File: config.mk
export PLATFORM = sky130hd
export DESIGN_NAME = pcb_axis_bin
export DESIGN_NICKNAME = d
export VERILOG_FILES = /design/src/hw/rtl/pcb_pkg.sv /design/src/hw/rtl/pcb_axis_bin.sv
export SDC_FILE = /design/constraint.sdc
export NUM_CORES = 1
export LEC_CHECK = 0
export BUFFER_PORTS_ARGS = -buffer_cell sky130_fd_sc_hd__clkbuf_2
export CAP_MARGIN = 20
export CORE_MARGIN = 3
export CORE_UTILIZATION = 35
export CTS_CLUSTER_DIAMETER = 60
export DETAILED_ROUTE_END_ITERATION = 16
export PLACE_DENSITY = 0.49
export SETUP_SLACK_MARGIN = 0.2
export SKIP_LAST_GASP = 1
export SLEW_MARGIN = 20
export SYNTH_ARGS = -nofsm -noshare
export SYNTH_HDL_FRONTEND = slang
export SYNTH_SLANG_ARGS = --single-unit
File: constraint.sdc
create_clock -name clk -period 10.9 [get_ports clk]
set_input_delay 1.635 -clock clk [delete_from_list [all_inputs] [get_ports clk]]
set_output_delay 1.635 -clock clk [all_outputs]
set_load 0.02 [all_outputs]
File: src/hw/rtl/pcb_pkg.sv
// Package for the particle cell binning block: field widths, function and
// status codes, register indexes and the control struct for the axis units.
// No dependencies; every other file of the block imports it.
package pcb_pkg;

  localparam int MAX_CELLS_DEF      = 4096;
  localparam int SLOTS_PER_CELL_DEF = 16;
  localparam int FRAC_BITS_DEF      = 16;

  localparam int FRAC_W     = 18;
  localparam int SHIFT_W    = 16;
  localparam int CELLS_W    = 13;
  localparam int CAP_W      = 5;
  localparam int PMASK_W    = 3;
  localparam int CELL_IDX_W = 12;
  localparam int SLOT_IDX_W = 4;
  localparam int COUNT_W    = 16;
  localparam int REC_W      = 17;
  localparam int CFG_IDX_W  = 3;
  localparam int CFG_DATA_W = 16;

  localparam logic [1:0] FUNC_CLEAR = 2'd0;
  localparam logic [1:0] FUNC_BIN   = 2'd1;
  localparam logic [1:0] FUNC_READ  = 2'd2;

  localparam logic [1:0] STATUS_OK       = 2'd0;
  localparam logic [1:0] STATUS_INVALID  = 2'd1;
  localparam logic [1:0] STATUS_OUTSIDE  = 2'd2;
  localparam logic [1:0] STATUS_OVERFLOW = 2'd3;

  localparam logic [CFG_IDX_W-1:0] REG_CELLS_X  = 3'd0;
  localparam logic [CFG_IDX_W-1:0] REG_CELLS_Y  = 3'd1;
  localparam logic [CFG_IDX_W-1:0] REG_CELLS_Z  = 3'd2;
  localparam logic [CFG_IDX_W-1:0] REG_PERIODIC = 3'd3;
  localparam logic [CFG_IDX_W-1:0] REG_SHIFT_X  = 3'd4;
  localparam logic [CFG_IDX_W-1:0] REG_SHIFT_Y  = 3'd5;
  localparam logic [CFG_IDX_W-1:0] REG_SHIFT_Z  = 3'd6;
  localparam logic [CFG_IDX_W-1:0] REG_CAPACITY = 3'd7;

  // Stage enables for one axis unit.
  typedef struct packed {
    logic load;
    logic bin_en;
  } pcb_axis_ctl_t;

endpackage

File: src/hw/rtl/pcb_axis_bin.sv
// One axis of the binning arithmetic: (frac - shift) * cells in a registered
// multiply, then floor, periodic wrap and range check into a registered bin.
// Depends on pcb_pkg.
module pcb_axis_bin import pcb_pkg::*; #(
  parameter int FRAC_BITS = FRAC_BITS_DEF
) (
  input  logic                      clk,
  input  pcb_axis_ctl_t             ctl,
  input  logic signed [FRAC_W-1:0]  frac,
  input  logic signed [SHIFT_W-1:0] shift,
  input  logic [CELLS_W-1:0]        cells,
  input  logic                      periodic,
  output logic [CELLS_W-1:0]        bin,
  output logic                      bin_ok
);

  localparam int DIFF_W = FRAC_W + 1;
  localparam int PROD_W = DIFF_W + CELLS_W + 1;

  logic signed [DIFF_W-1:0] diff;
  logic signed [PROD_W-1:0] prod_nxt;
  logic signed [PROD_W-1:0] prod_r;
  logic signed [PROD_W-1:0] ncells;
  logic signed [PROD_W-1:0] flr;
  logic signed [PROD_W-1:0] wrapped;
  logic                     ok_nxt;
  logic [CELLS_W-1:0]       bin_r;
  logic                     ok_r;

  assign diff     = DIFF_W'(frac) - DIFF_W'(shift);
  assign ncells   = PROD_W'($signed({1'b0, cells}));
  assign prod_nxt = PROD_W'(diff) * ncells;

  // An arithmetic shift rounds toward minus infinity, which is the floor.
  assign flr = prod_r >>> FRAC_BITS;

  always_comb begin
    wrapped = flr;
    if (periodic) begin
      if (flr == ncells) begin
        wrapped = '0;
      end else if (flr == '1) begin
        wrapped = ncells - PROD_W'(1);
      end
    end
  end

  assign ok_nxt = !wrapped[PROD_W-1] && (wrapped < ncells);

  always_ff @(posedge clk) begin
    if (ctl.load) begin
      prod_r <= prod_nxt;
    end
    if (ctl.bin_en) begin
      bin_r <= CELLS_W'(wrapped);
      ok_r  <= ok_nxt;
    end
  end

  assign bin    = bin_r;
  assign bin_ok = ok_r;

endmodule

==> summary by stage, run 1 <==
Flow run
The tool flagged a number of max-cap violations equal to 0.

Timing
The number of pins with negative max-slew slack in the final report came to 0. The worst path needs 9370 ps of the cycle, external delays included. The hold violation count in the final report is 0. Headroom to the max-slew limit came out at a little under two fifths.

The measured slew at the worst slew-check pin is ~930 ps. Setup repair after global routing left no endpoint under its margin. The ratio of final minimum period to clock period is 85.9%. Hold is met by between 700 and 800 ps. Timing would allow up to ~0.11 GHz.

The worst setup skew after layout is 2.86 ps. The final total negative setup slack is 0 ps. Setup violations remaining at the end of the flow were counted as 0.

Setup path
The longest individual stage delay on the worst path is roughly 730 ps. The critical register-to-register path endpoint is bin_ok$_DFFE_PP_. The critical path arrival is around 9400 ps. The slowest stage of the critical path belongs to the cell sky130_fd_sc_hd__fa_1. The worst setup path is captured at a flop. The cell depth of the worst flop-to-flop path is 11. In this run the critical register-to-register path is launched from prod_r[32]$_DFFE_PP_. The reg2reg setup slack is 7810 ps. The start-to-end type of the worst setup path is input port to flop. The library cell appearing most often on the critical path is sky130_fd_sc_hd__fa_1. For the worst setup path, the data required time is approximately 11,000 ps. STA classifies the critical path startpoint as an input port. The largest driver fanout on the critical path is 12.

Yosys
The synthesized netlist contains 57 unique library cells. Summed over all instances, the cell type with the most area after synthesis is sky130_fd_sc_hd__fa_1. The proportion of register bits with asynchronous set or reset after synthesis is 0%. The total nets after synthesis is 1,655.

Ranked by total cell area, the synthesized netlist is headed by sky130_fd_sc_hd__fa_1 41%, sky130_fd_sc_hd__ha_1 12%, sky130_fd_sc_hd__inv_1 10%. The share of synthesized area in the top cell type comes to 41.3%. The instance count of the mapped netlist is between 1,000 and 1,500. The most frequently used flop master after synthesis is sky130_fd_sc_hd__edfxtp_1. The sequential element share of the synthesized area is under 10%. The yosys synthesis warning count is 0.

The number of register bits inferred by synthesis is 31. The count of flip-flops with a built-in enable after synthesis is 31. The synthesized area per cell is between 9 and 10 um2.

The cell area after technology mapping is around 11,000 um2.

Drt
The remaining antenna violation count is 0. After the first detailed-routing iteration, the DRC count stood at 330. The number of remaining DRC errors is 0. The final wirelength is 26.9 mm. In the routed layout, each cell is associated on average with a via count of about 4.6. The first-pass iteration count of the detailed router is 5. Dividing the detail-routed wire length by the instance count gives approximately 16 um. The count of vias placed by the detailed router is 8,008.

CTS
The number of gates resized after CTS was 0. The clock net in this run drives a total of 31 sinks. The clock insertion delay at the later pin of the skew report is roughly 270 ps. CTS placed an instance of sky130_fd_sc_hd__clkbuf_16 at the clock tree root. After clock tree synthesis, the flow added hold-fix buffers numbering 0.

Clock-pin slew was measured on the worst setup and hold paths at approximately 50 ps. The largest buffer count on any clock path is 2. The buffer count from post-CTS setup fixing is 0. TritonCTS built the clock tree.

The number of clock buffers inserted by TritonCTS is 5. The depth of the CTS H-tree is 2.

Global routing
The total global routing track utilization is between 10% and 20%. The first global-routing pass estimated roughly 46 mm of wire. The initial antenna violation count is 0. Entering global routing, the biggest net connects 25 pins. The number of global-route vias before repair came to a little under 9,000. The remaining global-route overflow is 0.

Floorplan
Pin placement for this block handled 65 I/O pins. The floorplan die area is about 35,000 um2. In this run the core area contains 65 standard-cell rows. The floorplan core area is ~32,000 um2. The die width is 186 um.

Measured along the y axis, the die boundary spans around 190 um. Once the floorplan was initialized, standard cells occupied a little over a third of the core.

Place
The HPWL after detailed placement is around 22 mm. Buffers placed on the I/O ports in this run total 64. The last weighted congestion value of the routability-driven placer is around 0.77.

Min path
For hold timing, the worst endpoint is bin[3]$_DFFE_PP_. The startpoint of the most critical hold path is prod_r[19]$_DFFE_PP_. The worst hold path belongs to the class flop to flop. The count of cells along the worst hold path is 2.

Layout
The leading cell type in the layout, fill and taps excluded is sky130_fd_sc_hd__inv_1. The share of cells above drive strength 1 is under 10%. 0 antenna diodes ended up in the layout. The net count of the finished layout is 1,695. Compared with the post-synthesis result, the final layout area differs by 8.68%.

The library cells used most frequently in the layout, excluding fill and tap cells, are 311 x sky130_fd_sc_hd__inv_1, 235 x sky130_fd_sc_hd__fa_1, 150 x sky130_fd_sc_hd__nand2_1, 109 x sky130_fd_sc_hd__ha_1, 92 x sky130_fd_sc_hd__and2_1. Measured on the finished design, the core utilization comes to 38.9%.

Run status
The run finished with clean final reports.
==> layout make-up <==
| type | instances | area, um2 |
|---|---|---|
| Clock buffer | 5 | 125 |
| Clock inverter | 3 | 38.8 |
| Fill cell | 3278 | 19400 |
| Inverter | 311 | 1170 |
| Multi-Input combinational cell | 872 | 9130 |
| Sequential cell | 31 | 931 |
| Tap cell | 435 | 544 |
| Timing Repair Buffer | 79 | 433 |
==> sequential cells by signal, summed over array words and instances, names as in the netlist <==
| name | flops |
|---|---|
| bin | 13 |
| bin_ok | 1 |
| prod_r | 17 |
==> per-layer routing <==
| metal | track usage (%) | vias to the layer above | part of all wire, % |
|---|---|---|---|
| met5 | 0 | - | 0 |
| met4 | 1.77 | 0 | 0.79 |
| met3 | 0.845 | 16 | 2.5 |
| met2 | 28.1 | 108 | 48 |
| met1 | 23.7 | 4016 | 49 |
| li1 | - | 3868 | - |
==> cells by family (layout without fill, tap and decap cells) <==
| family | Yosys count | in the layout | share of synthesized area (%) |
|---|---|---|---|
| multiplexers | 1 | 1 | 0.0879 |
| adder cells (fa/ha/maj) | 344 | 344 | 53.3 |
| XOR/XNOR | 58 | 58 | 4.46 |
| AND/OR/NAND/NOR | 361 | 361 | 15.4 |
| flip-flops | 31 | 31 | 8.18 |
| buffers and inverters | 357 | 398 | 11.9 |
| AO/OA/AOI/OAI | 108 | 108 | 6.72 |
==> stage by stage <==
stage / area (um2) / setup slack, ps / instances
after floorplan: 11400 / 1970 / 1260
after global placement: 12200 / 983 / 1728
after detailed placement: 12200 / 1170 / 1728
after CTS: 12400 / 1440 / 1736
after global routing: 12400 / 858 / 1736
final: 12400 / 1530 / 1736
==> Yosys cell counts (2+ instances only) <==
cell                          n
sky130_fd_sc_hd__xor2_1      13
sky130_fd_sc_hd__and3_1       2
sky130_fd_sc_hd__edfxtp_1    31
sky130_fd_sc_hd__nor2b_1      5
sky130_fd_sc_hd__a21oi_1     28
sky130_fd_sc_hd__inv_1      311
sky130_fd_sc_hd__o21bai_1     2
sky130_fd_sc_hd__buf_2        5
sky130_fd_sc_hd__nor3_1      10
sky130_fd_sc_hd__clkbuf_1    40
sky130_fd_sc_hd__nand2_1    150
sky130_fd_sc_hd__xnor2_1     45
sky130_fd_sc_hd__a2111oi_4    2
sky130_fd_sc_hd__a21o_1      14
sky130_fd_sc_hd__and2_1      92
sky130_fd_sc_hd__nor2_1      57
sky130_fd_sc_hd__nand2b_1    10
sky130_fd_sc_hd__o21ai_1      3
sky130_fd_sc_hd__nor4_1       3
sky130_fd_sc_hd__nand3_1      6
sky130_fd_sc_hd__fa_1       235
sky130_fd_sc_hd__nand4_1     15
sky130_fd_sc_hd__o21a_1       7
sky130_fd_sc_hd__a211oi_1     4
sky130_fd_sc_hd__a21boi_0     7
sky130_fd_sc_hd__o21ai_0     24
sky130_fd_sc_hd__ha_1       109
==> how the worst max path moves through the flow <==
stage | startpoint | endpoint | slack [ps] | cells after the start
after floorplan | frac[0] | prod_r[31]$_DFFE_PP_ | 1970 | 31
after global placement | shift[5] | prod_r[27]$_DFFE_PP_ | 980 | 31
after detailed placement | frac[0] | prod_r[31]$_DFFE_PP_ | 1170 | 29
after CTS | frac[0] | prod_r[31]$_DFFE_PP_ | 1440 | 29
after global routing | frac[0] | prod_r[27]$_DFFE_PP_ | 860 | 30
final | frac[0] | prod_r[31]$_DFFE_PP_ | 1530 | 29
==> critical path: cells and delay by family <==
kind                       cells  cell delay [ps]
adders and majority gates      9             4080
buffers and inverters          6              480
AOI/OAI and AO/OA              9             2010
and+or+nand+nor                4             1090
xor gates and xnor gates       1               80
Power of run 1 is not shown: default switching activity piles up to over one toggle a cycle in this logic, so the estimate is an artifact.
==> run 2, diff against run 1 <==
- ABC_AREA: default -> 1
==> summary by stage, run 2 <==
Setup path
The startpoint identified for the worst register-to-register timing path is prod_r[19]$_DFFE_PP_. The largest driver fanout on the critical path is 10. The cell depth of the worst flop-to-flop path is 10. The kind of cell with the highest combined delay along the critical path is adder cells. STA classifies the critical path endpoint as a flop. For this run, the slowest stage of the critical path takes a little under 700 ps. The critical register-to-register path endpoint is bin_ok$_DFFE_PP_. The launching element type of the critical path is an input port. In this design, the critical path's most frequently occurring cell is sky130_fd_sc_hd__nand2_1. For the worst setup path, the data required time is between 10,000 and 15,000 ps. Setup slack on the worst reg-to-reg path comes out at roughly 8000 ps. The start-to-end type of the worst setup path is input port to flop. The number of buffers and inverters on the critical path is 5. On the critical path, the stage with the largest delay is an instance of sky130_fd_sc_hd__fa_1. The critical path arrival is 8580 ps.

Yosys
After synthesis, the cell types taking the most area are sky130_fd_sc_hd__fa_1 38%, sky130_fd_sc_hd__inv_1 12%, sky130_fd_sc_hd__ha_1 11%. The yosys synthesis warning count is 0. The sequential element share of the synthesized area is 7.45%. The number of register bits inferred by synthesis is 31. Summed over all instances, the cell type with the most area after synthesis is sky130_fd_sc_hd__fa_1.

Summed over its instances, the top area cell type makes up between 30% and 40% of the synthesized netlist area. Yosys mapped the design onto a little over 40 distinct sky130hd cell types. sky130_fd_sc_hd__inv_1 is the most common cell in the netlist. The total nets after synthesis is approximately 2,000. The synthesized area per cell is 7.62 um2.

Sorting the synthesized cells by how often they occur yields 406 x sky130_fd_sc_hd__inv_1, 296 x sky130_fd_sc_hd__nand2_1, 235 x sky130_fd_sc_hd__fa_1. The proportion of register bits with asynchronous set or reset after synthesis is 0%. The synthesized design contains 31 enable-type register cells.

The cell area after technology mapping is 12,500 um2. Among all flip-flop cells after synthesis, the most frequent one is sky130_fd_sc_hd__edfxtp_1. The instance count of the mapped netlist is roughly 1,600.

Global routing
For met3 alone, demand over resource in global routing was 2.31%. Entering global routing, the biggest net connects 23 pins. The total global routing track utilization is ~20%. Global routing consumed, on the met2 layer, 34.1% of the routing resources. The initial antenna violation count is 1. For met1 alone, demand over resource in global routing was between 20% and 30%. The total overflow left after global routing is 0. met2 is the most crowded layer. The first global-routing pass estimated between 60 and 70 mm of wire. The number of global-route vias before repair is around 11,000.

Place
The last weighted congestion value of the routability-driven placer is a little over 0.9. Once detailed placement completed, the half-perimeter wirelength came to roughly 32 mm. The placed instance area is 13,300 um2. The count of buffers added on input and output ports is 64.

The post-placement setup slack is about 2100 ps.

Min path
The startpoint identified for the worst hold timing path is prod_r[18]$_DFFE_PP_. Counting instances, the worst hold path has a depth of 2. The tightest min-delay check is of the flop to flop type. For hold timing, the worst endpoint is bin[2]$_DFFE_PP_.

Layout
0 antenna diodes ended up in the layout. The post-route netlist has under 10% of its cells at a drive strength greater than 1. The final design area excluding fillers is 13,500 um2. The multi-input combinational cell area is between 9000 and 10,000 um2.

The area added between synthesis and finish is 7.79%. The register with the most flip-flops in the final layout is prod_r. The library cell used most frequently in the layout, excluding fill and tap cells, is sky130_fd_sc_hd__inv_1. In the layout the commonest cells are 406 x sky130_fd_sc_hd__inv_1, 296 x sky130_fd_sc_hd__nand2_1, 235 x sky130_fd_sc_hd__fa_1, 191 x sky130_fd_sc_hd__nor2_1, 109 x sky130_fd_sc_hd__ha_1. At the end of the flow, the number of nets in the layout was between 2,000 and 2,500.

The register with the most flip-flops in the layout has 17 of them. The filler cell count in the final layout is between 3,000 and 4,000. Measured on the finished design, the core utilization comes to around two fifths. Summing all flip-flop and latch instances after layout gives slightly above 900 um2.

Timing
The number of pins with negative max-slew slack in the final report is 0. The ratio of final minimum period to clock period is around four fifths. The post-layout worst setup margin is between 2000 and 2500 ps.

At the pin with the least slew margin, the transition time is ~990 ps. The worst setup skew after layout is approximately 6.1 ps. Derived from the worst setup path, the maximum achievable clock frequency is between 0.1 and 0.15 GHz. Setup violations remaining at the end of the flow were counted as 0.

Setup repair after global routing left no endpoint under its margin. In this run the tightest slew margin relative to its limit is between 30% and 40%. The hold violation count in the final report was 0. The final total negative setup slack is 0 ps.

The smallest clock period supported by the final layout is computed as about 8600 ps.

CTS
The clock insertion delay at the later pin of the skew report is roughly 280 ps. The clock sink count is 31. The buffer count from post-CTS setup fixing is 0.

The largest buffer count on any clock path is 2. Post-CTS repair changed the size of 0 cells. The root cell of the clock tree is sky130_fd_sc_hd__clkbuf_16. After clock tree synthesis, the flow added hold-fix buffers numbering 0. The depth of the CTS H-tree is 2. Clock tree synthesis inserted a total of 5 buffers. TritonCTS built the clock tree. The clock slew at the register clock pins of the worst setup and hold paths is roughly 50 ps.

Run status
The flow ran to the end, and the final reports show no timing, DRC or antenna violations.

Drt
The count of vias placed by the detailed router is between 10,000 and 15,000. For this run, the detailed router's first-pass iteration total came to 5. The number of remaining DRC errors is 0.

The routed length per placed instance is about 18 um. Using the TritonRoute via totals, the vias-per-cell ratio works out to slightly below 5. The first routing iteration left between 600 and 700 violations. The final wirelength is 37.9 mm.

The remaining antenna violation count is 0.

Floorplan
The floorplan die height is slightly below 200 um. The die covers 38,000 um2. The die width is 195 um. The number of cell rows is between 60 and 70. The number of top-level design ports is 65.

The starting utilization of the core area is between 30% and 40%. The floorplan core area is around 35,000 um2.

Flow run
The tool flagged a number of max-cap violations equal to 0.
## run 2: worst max-delay path by stage
stage               startpoint                   end  slack (ps)  depth (start not counted)
global placement       frac[0]  prod_r[23]$_DFFE_PP_        1740                         29
floorplan             shift[8]  prod_r[32]$_DFFE_PP_        3030                         30
CTS                   shift[4]  prod_r[26]$_DFFE_PP_        2360                         29
detailed placement    shift[4]  prod_r[26]$_DFFE_PP_        2070                         29
global route          shift[2]  prod_r[30]$_DFFE_PP_        1830                         30
finish                shift[4]  prod_r[26]$_DFFE_PP_        2340                         29
## run 2: worst register-to-register path: cells and delay by family (launching register included)
family / cells / cell delay [ps]
fa+ha+maj: 1 / 320
buf+inv: 1 / 130
flops: 1 / 430
simple gates: 5 / 950
compound gates: 3 / 830
## run 2: through the flow
stage          hold WS (ps)  std cells
6_report                683       2142
5_1_grt                 733       2142
4_1_cts                 694       2142
3_5_place_dp            682       2134
3_3_place_gp            672       2134
2_1_floorplan           600       1638
## run 2: cell type report
| cell class | instances | share of cell area, % |
|---|---|---|
| flip-flops and latches | 31 | 6.91 |
| multi-input cells | 1161 | 73.4 |
| clock inverters | 2 | 0.0558 |
| well taps | 455 | 4.23 |
| clock buffers | 6 | 0.957 |
| repair buffers | 75 | 2.99 |
| inverters | 412 | 11.5 |
## run 2: kinds of logic (layout without fill, tap and decap cells)
| logic type | count (synthesis) | count (layout) | synth area share (%) |
|---|---|---|---|
| compound gates | 139 | 139 | 6.37 |
| buf+inv | 446 | 495 | 13.5 |
| fa+ha+maj | 344 | 344 | 48.6 |
| flops | 31 | 31 | 7.45 |
| xor+xnor | 33 | 33 | 2.43 |
| simple gates | 645 | 645 | 21.6 |
## run 2: routing by layer
layer / vias to the layer above / wire length, um
met5: - / 12
met4: 2 / 1000
met3: 45 / 1970
met2: 254 / 17700
met1: 5223 / 17200
li1: 5040 / -
Power of run 2 is left out for the same reason.
